===== config.mk =====
export PLATFORM = sky130hd
export DESIGN_NAME = uart_rx_tx_ring_buffers_core
export DESIGN_NICKNAME = d
export VERILOG_FILES = /design/src/urtb_pkg.sv /design/src/uart_rx_tx_ring_buffers_core.sv /design/src/urtb_ram.sv /design/src/urtb_ring.sv
export SDC_FILE = /design/constraint.sdc
export NUM_CORES = 1
export LEC_CHECK = 0
export BUFFER_PORTS_ARGS = -buffer_cell sky130_fd_sc_hd__buf_2
export CORE_MARGIN = 1
export CORE_UTILIZATION = 45
export CTS_CLUSTER_DIAMETER = 150
export DETAILED_ROUTE_END_ITERATION = 6
export HOLD_SLACK_MARGIN = 0.03
export PLACE_DENSITY_LB_ADDON = 0.15
export RECOVER_POWER = 50
export SYNTH_ARGS = -nofsm -noshare
export SYNTH_HDL_FRONTEND = slang
export SYNTH_SLANG_ARGS = --single-unit

===== constraint.sdc =====
create_clock -name aclk -period 4.2 [get_ports aclk]
set_clock_uncertainty 0.1 [all_clocks]
set_input_delay 0 -clock aclk [delete_from_list [all_inputs] [get_ports aclk]]
set_output_delay 0 -clock aclk [all_outputs]
set_load 0.005 [all_outputs]

===== src/urtb_pkg.sv =====
// Shared types and operation codes for the buffered serial-port front end.
package urtb_pkg;

    localparam int unsigned BYTE_W  = 8;
    localparam int unsigned FUNC_W  = 3;
    localparam int unsigned FLAGS_W = 3;
    localparam int unsigned LEVEL_W = 7;
    localparam int unsigned COUNT_W = 16;

    localparam logic [FUNC_W-1:0] OP_RECEIVE  = 3'd0;
    localparam logic [FUNC_W-1:0] OP_READ     = 3'd1;
    localparam logic [FUNC_W-1:0] OP_WRITE    = 3'd2;
    localparam logic [FUNC_W-1:0] OP_TX_READY = 3'd3;
    localparam logic [FUNC_W-1:0] OP_FLUSH    = 3'd4;

    typedef struct packed {
        logic [FUNC_W-1:0]  func;
        logic [BYTE_W-1:0]  line_byte;
        logic [FLAGS_W-1:0] line_error_flags;
        logic [BYTE_W-1:0]  host_byte;
    } in_item_t;

    typedef struct packed {
        logic [BYTE_W-1:0]  read_byte;
        logic               read_valid;
        logic               write_refused;
        logic [BYTE_W-1:0]  line_out_byte;
        logic               line_out_valid;
        logic               transmit_request;
        logic [LEVEL_W-1:0] rx_level;
        logic [LEVEL_W-1:0] tx_level;
        logic [COUNT_W-1:0] error_total;
    } out_item_t;

    // One operation on a ring in one cycle; the top level never asks for
    // more than one of these at a time.
    typedef struct packed {
        logic push;
        logic pop;
        logic clear;
    } ring_ctrl_t;

endpackage


===== src/uart_rx_tx_ring_buffers_core.sv =====
// Top level of the buffered serial-port front end: receive and transmit rings.
// An accepted transaction passes through stage one and then the output register before m_valid rises.
// Throughput: one transaction per cycle while results are taken; a stalled result
// lets one more transaction into stage one, then s_ready drops until it drains.
// Reset (aresetn, synchronous, active low) clears pointers, fill counts, the
// discard count and the transmit request; the ring RAMs are not cleared.
module uart_rx_tx_ring_buffers_core #(
    parameter int unsigned RX_DEPTH = 64,
    parameter int unsigned TX_DEPTH = 64
) (
    input  logic                aclk,
    input  logic                aresetn,
    input  logic                s_valid,
    output logic                s_ready,
    input  urtb_pkg::in_item_t  s_data,
    output logic                m_valid,
    input  logic                m_ready,
    output urtb_pkg::out_item_t m_data
);

    localparam int unsigned RX_FILL_W = $clog2(RX_DEPTH + 1);
    localparam int unsigned TX_FILL_W = $clog2(TX_DEPTH + 1);
    localparam int unsigned LW        = urtb_pkg::LEVEL_W;

    // Handshake and pipeline control. Stage one holds a transaction whose
    // ring read is in flight; the output register holds a finished result.
    // The RAM read register only changes on a new pop, which only happens on
    // an accept, so read data stays put while stage one waits for the output.
    logic accept;
    logic out_free;
    logic s1_move;
    logic s1_valid_reg;

    assign out_free = !m_valid || m_ready;
    assign s_ready  = !s1_valid_reg || out_free;
    assign accept   = s_valid && s_ready;
    assign s1_move  = s1_valid_reg && out_free;

    // Ring control and status.
    urtb_pkg::ring_ctrl_t rx_ctrl, tx_ctrl;
    logic [RX_FILL_W-1:0] rx_fill, rx_fill_next;
    logic [TX_FILL_W-1:0] tx_fill, tx_fill_next;
    logic [urtb_pkg::BYTE_W-1:0] rx_rd_data, tx_rd_data;

    logic rx_full;
    logic tx_full;
    logic rx_drop;

    assign rx_full = (rx_fill == RX_FILL_W'(RX_DEPTH));
    assign tx_full = (tx_fill == TX_FILL_W'(TX_DEPTH));

    // Persistent status registers.
    logic [urtb_pkg::COUNT_W-1:0] err_cnt_reg, err_cnt_next;
    logic                         irq_reg, irq_next;

    // Stage one registers.
    logic                 s1_read_valid_reg, s1_read_valid_next;
    logic                 s1_out_valid_reg, s1_out_valid_next;
    logic                 s1_refused_reg, s1_refused_next;
    logic [LW-1:0]        s1_rx_level_reg;
    logic [LW-1:0]        s1_tx_level_reg;
    logic [urtb_pkg::COUNT_W-1:0] s1_err_reg;
    logic                 s1_irq_reg;

    // Output register.
    logic                 m_valid_reg;
    urtb_pkg::out_item_t  m_data_reg;

    // Levels are reported in seven bits; wider fill counts are masked.
    logic [RX_FILL_W+LW-1:0] rx_level_wide;
    logic [TX_FILL_W+LW-1:0] tx_level_wide;

    assign rx_level_wide = {{LW{1'b0}}, rx_fill_next};
    assign tx_level_wide = {{LW{1'b0}}, tx_fill_next};

    // Decode the accepted transaction into ring operations and status updates.
    always_comb begin
        rx_ctrl            = '0;
        tx_ctrl            = '0;
        rx_drop            = 1'b0;
        irq_next           = irq_reg;
        s1_read_valid_next = 1'b0;
        s1_out_valid_next  = 1'b0;
        s1_refused_next    = 1'b0;
        if (accept) begin
            unique case (s_data.func)
                urtb_pkg::OP_RECEIVE: begin
                    if ((s_data.line_error_flags != '0) || rx_full) begin
                        rx_drop = 1'b1;
                    end else begin
                        rx_ctrl.push = 1'b1;
                    end
                end
                urtb_pkg::OP_READ: begin
                    if (rx_fill != '0) begin
                        rx_ctrl.pop        = 1'b1;
                        s1_read_valid_next = 1'b1;
                    end
                end
                urtb_pkg::OP_WRITE: begin
                    if (tx_full) begin
                        s1_refused_next = 1'b1;
                    end else begin
                        tx_ctrl.push = 1'b1;
                    end
                    irq_next = 1'b1;
                end
                urtb_pkg::OP_TX_READY: begin
                    if (tx_fill != '0) begin
                        tx_ctrl.pop       = 1'b1;
                        s1_out_valid_next = 1'b1;
                    end
                end
                urtb_pkg::OP_FLUSH: begin
                    rx_ctrl.clear = 1'b1;
                end
                default: begin
                end
            endcase
        end
        // A ready tick that leaves the ring empty, or finds it empty, drops
        // the transmit request.
        if (accept && (s_data.func == urtb_pkg::OP_TX_READY) && (tx_fill_next == '0)) begin
            irq_next = 1'b0;
        end
        err_cnt_next = rx_drop ? err_cnt_reg + 1'b1 : err_cnt_reg;
    end

    urtb_ring #(
        .DEPTH (RX_DEPTH)
    ) u_rx_ring (
        .aclk      (aclk),
        .aresetn   (aresetn),
        .ctrl      (rx_ctrl),
        .wr_data   (s_data.line_byte),
        .fill      (rx_fill),
        .fill_next (rx_fill_next),
        .rd_data   (rx_rd_data)
    );

    urtb_ring #(
        .DEPTH (TX_DEPTH)
    ) u_tx_ring (
        .aclk      (aclk),
        .aresetn   (aresetn),
        .ctrl      (tx_ctrl),
        .wr_data   (s_data.host_byte),
        .fill      (tx_fill),
        .fill_next (tx_fill_next),
        .rd_data   (tx_rd_data)
    );

    // Control state.
    always_ff @(posedge aclk) begin
        if (!aresetn) begin
            err_cnt_reg  <= '0;
            irq_reg      <= 1'b0;
            s1_valid_reg <= 1'b0;
            m_valid_reg  <= 1'b0;
        end else begin
            err_cnt_reg <= err_cnt_next;
            irq_reg     <= irq_next;
            if (accept) begin
                s1_valid_reg <= 1'b1;
            end else if (s1_move) begin
                s1_valid_reg <= 1'b0;
            end
            if (s1_move) begin
                m_valid_reg <= 1'b1;
            end else if (m_ready) begin
                m_valid_reg <= 1'b0;
            end
        end
    end

    // Payload registers: the status after the step is captured at accept,
    // ring read data is merged when the transaction leaves stage one.
    always_ff @(posedge aclk) begin
        if (accept) begin
            s1_read_valid_reg <= s1_read_valid_next;
            s1_out_valid_reg  <= s1_out_valid_next;
            s1_refused_reg    <= s1_refused_next;
            s1_rx_level_reg   <= rx_level_wide[LW-1:0];
            s1_tx_level_reg   <= tx_level_wide[LW-1:0];
            s1_err_reg        <= err_cnt_next;
            s1_irq_reg        <= irq_next;
        end
        if (s1_move) begin
            m_data_reg.read_byte        <= s1_read_valid_reg ? rx_rd_data : '0;
            m_data_reg.read_valid       <= s1_read_valid_reg;
            m_data_reg.write_refused    <= s1_refused_reg;
            m_data_reg.line_out_byte    <= s1_out_valid_reg ? tx_rd_data : '0;
            m_data_reg.line_out_valid   <= s1_out_valid_reg;
            m_data_reg.transmit_request <= s1_irq_reg;
            m_data_reg.rx_level         <= s1_rx_level_reg;
            m_data_reg.tx_level         <= s1_tx_level_reg;
            m_data_reg.error_total      <= s1_err_reg;
        end
    end

    assign m_valid = m_valid_reg;
    assign m_data  = m_data_reg;

`ifndef ASSERT_OFF
    // A transaction is either a read or a ready tick, never both.
    assert property (@(posedge aclk) disable iff (!aresetn)
        m_valid |-> !(m_data.read_valid && m_data.line_out_valid))
        else $error("read and transmit hand-out reported in one result");

    // A refused write still raises the transmit request.
    assert property (@(posedge aclk) disable iff (!aresetn)
        (m_valid && m_data.write_refused) |-> m_data.transmit_request)
        else $error("refused write without transmit request");

    // Fill counts never pass the ring depth.
    assert property (@(posedge aclk) disable iff (!aresetn)
        (rx_fill <= RX_FILL_W'(RX_DEPTH)) && (tx_fill <= TX_FILL_W'(TX_DEPTH)))
        else $error("ring fill count beyond depth");

    // Stage one always drains when the output side is free.
    assert property (@(posedge aclk) disable iff (!aresetn)
        (s1_valid_reg && out_free && !accept) |=> (!s1_valid_reg && m_valid))
        else $error("stage one did not move to the output register");
`endif

endmodule


===== src/urtb_ram.sv =====
// Generic single-clock RAM with one write port and one registered read port.
module urtb_ram #(
    parameter int unsigned WIDTH = 8,
    parameter int unsigned DEPTH = 64
) (
    input  logic                     aclk,
    input  logic                     wr_en,
    input  logic [$clog2(DEPTH)-1:0] wr_addr,
    input  logic [WIDTH-1:0]         wr_data,
    input  logic                     rd_en,
    input  logic [$clog2(DEPTH)-1:0] rd_addr,
    output logic [WIDTH-1:0]         rd_data
);

    logic [WIDTH-1:0] mem [DEPTH];
    logic [WIDTH-1:0] rd_data_reg;

    always_ff @(posedge aclk) begin
        if (wr_en) begin
            mem[wr_addr] <= wr_data;
        end
        if (rd_en) begin
            rd_data_reg <= mem[rd_addr];
        end
    end

    assign rd_data = rd_data_reg;

endmodule


===== src/urtb_ring.sv =====
// Ring buffer: read and write pointers, fill count and the backing RAM.
module urtb_ring #(
    parameter int unsigned DEPTH = 64,
    localparam int unsigned PTR_W  = $clog2(DEPTH),
    localparam int unsigned FILL_W = $clog2(DEPTH + 1)
) (
    input  logic                       aclk,
    input  logic                       aresetn,
    input  urtb_pkg::ring_ctrl_t       ctrl,
    input  logic [urtb_pkg::BYTE_W-1:0] wr_data,
    output logic [FILL_W-1:0]          fill,
    output logic [FILL_W-1:0]          fill_next,
    output logic [urtb_pkg::BYTE_W-1:0] rd_data
);

    logic [PTR_W-1:0]  rd_ptr_reg, rd_ptr_next;
    logic [PTR_W-1:0]  wr_ptr_reg, wr_ptr_next;
    logic [FILL_W-1:0] fill_reg;

    always_comb begin
        rd_ptr_next = rd_ptr_reg;
        wr_ptr_next = wr_ptr_reg;
        fill_next   = fill_reg;
        if (ctrl.clear) begin
            rd_ptr_next = '0;
            wr_ptr_next = '0;
            fill_next   = '0;
        end else if (ctrl.push) begin
            wr_ptr_next = (wr_ptr_reg == PTR_W'(DEPTH - 1)) ? '0 : wr_ptr_reg + 1'b1;
            fill_next   = fill_reg + 1'b1;
        end else if (ctrl.pop) begin
            rd_ptr_next = (rd_ptr_reg == PTR_W'(DEPTH - 1)) ? '0 : rd_ptr_reg + 1'b1;
            fill_next   = fill_reg - 1'b1;
        end
    end

    always_ff @(posedge aclk) begin
        if (!aresetn) begin
            rd_ptr_reg <= '0;
            wr_ptr_reg <= '0;
            fill_reg   <= '0;
        end else begin
            rd_ptr_reg <= rd_ptr_next;
            wr_ptr_reg <= wr_ptr_next;
            fill_reg   <= fill_next;
        end
    end

    assign fill = fill_reg;

    urtb_ram #(
        .WIDTH (urtb_pkg::BYTE_W),
        .DEPTH (DEPTH)
    ) u_ram (
        .aclk    (aclk),
        .wr_en   (ctrl.push && !ctrl.clear),
        .wr_addr (wr_ptr_reg),
        .wr_data (wr_data),
        .rd_en   (ctrl.pop && !ctrl.clear),
        .rd_addr (rd_ptr_reg),
        .rd_data (rd_data)
    );

endmodule


==> results.md <==
- Result of the run: finished with violations
- Failing checks: max-capacitance violations, max-slew violations
- Largest area contributor in the netlist: sky130_fd_sc_hd__edfxtp_1
- Buffer count from post-CTS setup fixing: 0
- Wire length of the first global-routing pass: 153,000 um
- Global-route usage over all layers: 0.205
- Worst setup path endpoint: m_data[0]$_DFFE_PP_
- R2r startpoint: m_valid$_SDFFE_PN0P_
- Placeable core region: 100,000 um2
- Number of synthesized register bits: 1,181
- Maximum ir drop on the vdd rail: 0.286 mV
- Synthesized instance count: 2,124
- Crit. End Element: flop
- DRC violations left: 0
- CTS tree: yes
- Syn_area_per_cell: 21.5 um2
- Primary FF master, synth: sky130_fd_sc_hd__edfxtp_1
- Achievable Freq: 0.265 GHz
- Static power due to leakage: 15.7 nW
- Syn. warnings: 0
- Length of the first detailed-routing pass in iterations: 5
- Clk buf depth: 3
- Port bufs: 77
- Count of fill cells added during filler insertion: 7,797
- Effective utilization at floorplan: 0.456
- Synth cell count leaders: sky130_fd_sc_hd__edfxtp_1 (1,124), sky130_fd_sc_hd__mux4_2 (331), sky130_fd_sc_hd__nor2_1 (175)
- Master cell of the clock root buffer: sky130_fd_sc_hd__clkbuf_16
- Antenna Violating Nets Remaining: 0
- Synthesized net count: 2,160
- Fraction of registers with async set or reset after synthesis: 0
- CP Launch Point: m_valid$_SDFFE_PN0P_
- Final net count: 2,353
- Estimated wirelength of the detail-placed design: 63,600 um
- Clock period minus final worst setup slack: 3.77 ns
- Final Max Tran Viols: 1,000
- Final TNS setup: 0 ns
- First DRT Iteration DRCs: 2,155
- FF-to-FF setup slack: 0.43 ns
- Cell row count: 116
- Number of antenna violations at the first check in global routing: 3
- Dominant cells by area after synthesis: sky130_fd_sc_hd__edfxtp_1 (74%), sky130_fd_sc_hd__mux4_2 (16%), sky130_fd_sc_hd__dfxtp_1 (2.5%), sky130_fd_sc_hd__nor2_1 (1.4%), sky130_fd_sc_hd__and2_1 (0.62%)
- Largest net degree at the start of global routing: 84
- Unrepaired setup endpoints after global routing: false
- Nature of the critical path startpoint: flop
- Switching Fraction: 0.198
- Number of unique standard cell types used by synthesis: 59
- Measured slew at the worst slew-check pin: 3.22 ns
- Biggest fanout along the worst timing path: 27
- Share of final-layout standard cells stronger than drive strength 1: 0.261
- Die X-Extent: 321 um
- Leading cell type by number of instances after synthesis: sky130_fd_sc_hd__edfxtp_1
- Final WS setup: 0.433 ns
- Portion of total power attributed to combinational logic: 0.015
- Area share of the largest cell type after synthesis: 0.739
- Max-cap viol count: 22
- Vias per Instance: 5.73
- Power density over cell area: 459 nW/um2
- Number of enable-type register cells in the synthesized netlist: 1,124
- Total net switching power: 4.72 mW
- Worst r2r dst: m_data[0]$_DFFE_PP_
- Number of placed I/O pins: 78
- Sinks on Clock Net: 1,181
- Total Die Area: 103,000 um2
- Type of the worst setup path: flop to flop
- Clk network pwr share: 0.442
- Internal portion of total power: 19.1 mW
- Area Overhead vs Synth: 13.9%
- Part of the power in registers: 0.543
- RD Place Congestion: 0.811
- Total power draw: 23.9 mW
- Worst Path Required: 4.45 ns
- Clock Latency Late Sink: 0.69 ns
- Via count of the first global-routing pass: 22.3k
- Count of endpoints failing setup in the final report: 0
- Per-cell routed wire length: 27.2 um
- Clock-pin slew on the worst setup and hold paths: 0.06 ns
- Proportion of synthesized chip area in sequential cells: 0.764
- Die Ht: 321 um
- Num CTS Buffers: 116
- Data arrival time at the worst-slack endpoint: 4.01 ns
- Maximum level of the CTS H-tree: 3
- Post-layout instance area: 52,000 um2
- Final global-route overflow total: 0
- Worst-case reg-to-reg path depth: 3
- Total vias in the final route: 21.6k
- Pre-CTS setup slack: 0.641 ns
- Worst hold path type: input pin to flop
- Worst slew margin relative to its limit: -1.15
- DP Area: 48,000 um2
- Post-synthesis instance area: 45,700 um2
- Final period utilization: 0.897
- Drt total wl: 103,000 um
- Hold Fails Final Rpt: 0
worst max-delay path, stage by stage (launching register included):
cell and delay [ns]:
sky130_fd_sc_hd__dfxtp_1 0.32, sky130_fd_sc_hd__nor2b_1 0.14, sky130_fd_sc_hd__nor2b_1 2.24, sky130_fd_sc_hd__buf_4 0.62
what timing repair did:
action,in CTS,in global routing
hold buffers,29,0
gates resized for setup,0,0
hold endpoints to repair,859,0
stage by stage:
step	util	instances	hold slack, ns
after floorplan	-	2124	-0.00113
after global placement	0.479	3527	0.213
after detailed placement	0.479	3527	0.221
after CTS	0.520	3774	0.0602
after global routing	0.519	3774	0.199
final	0.519	3775	0.184
logic make-up after synthesis:
family          Yosys count  share of synthesized area
flops                  1181                      0.764
xor+xnor                 43                    0.00824
compound gates           49                    0.00734
simple gates            378                     0.0405
fa+ha+maj                10                    0.00274
mux                     341                      0.165
buf+inv                 122                     0.0120
placed cells by master (no fill, tap or decap), drive strengths merged, types with 5 or more instances in the layout:
cell         instances
mux2i                6
edfxtp            1124
o21ai               12
nand2               40
and3                11
inv                 18
nand4               18
xnor2               28
clkinvlp            14
dlygate4sd3         29
a21oi                7
buf                 96
xor2                15
clkbuf             198
nor3                12
or3                  9
bufinv              15
nand3b              10
nand3               23
clkinv              45
and2                45
dfxtp               57
ha                  10
nor2b                8
a211oi               5
mux4               331
nor2               175
power by group through the flow:
stage | clock network (mW) | registers [mW] | logic, mW
global placement | 0 | 13.2 | 0.350
finish | 10.5 | 13.0 | 0.358
floorplan | 0 | 13.2 | 0.0858
global route | 11.2 | 13.0 | 0.393
CTS | 10.8 | 12.9 | 0.382
detailed placement | 0 | 13.2 | 0.361
routing by layer:
metal  vias to the layer above  wire length (um)  track usage
met2                       864             47100        0.305
met5                         -                11            0
met4                         2              1780       0.0502
met1                     11455             45200        0.307
met3                       134              8830       0.0478
li1                       9173                 -            -
layout make-up:
type	instances	area [um2]	share of cell area
flip-flops and latches	1181	34900	0.671
multi-input cells	821	10200	0.197
clock buffers	138	3060	0.0588
well taps	1357	1700	0.0326
repair buffers	185	1260	0.0242
clock inverters	80	835	0.0160
inverters	12	45.0	0.000865
diodes	1	2.50	0.0000481
worst min path at each step:
| stage | slack (ns) | start | end | cells after the start |
|---|---|---|---|---|
| final | 0.18 | s_data[7] | u_tx_ring.u_ram.mem[1][7]$_DFFE_PP_ | 2 |
| after global routing | 0.20 | s_data[7] | u_tx_ring.u_ram.mem[4][7]$_DFFE_PP_ | 2 |
| after CTS | 0.06 | s_data[7] | u_tx_ring.u_ram.mem[1][7]$_DFFE_PP_ | 2 |
| after detailed placement | 0.22 | s_data[15] | u_rx_ring.u_ram.mem[47][4]$_DFFE_PP_ | 1 |
| after global placement | 0.21 | s_data[15] | u_rx_ring.u_ram.mem[46][4]$_DFFE_PP_ | 1 |
| after floorplan | -0.001 | s_data[11] | u_rx_ring.u_ram.mem[0][0]$_DFFE_PP_ | 0 |
Power figures use the tool's default switching activity.
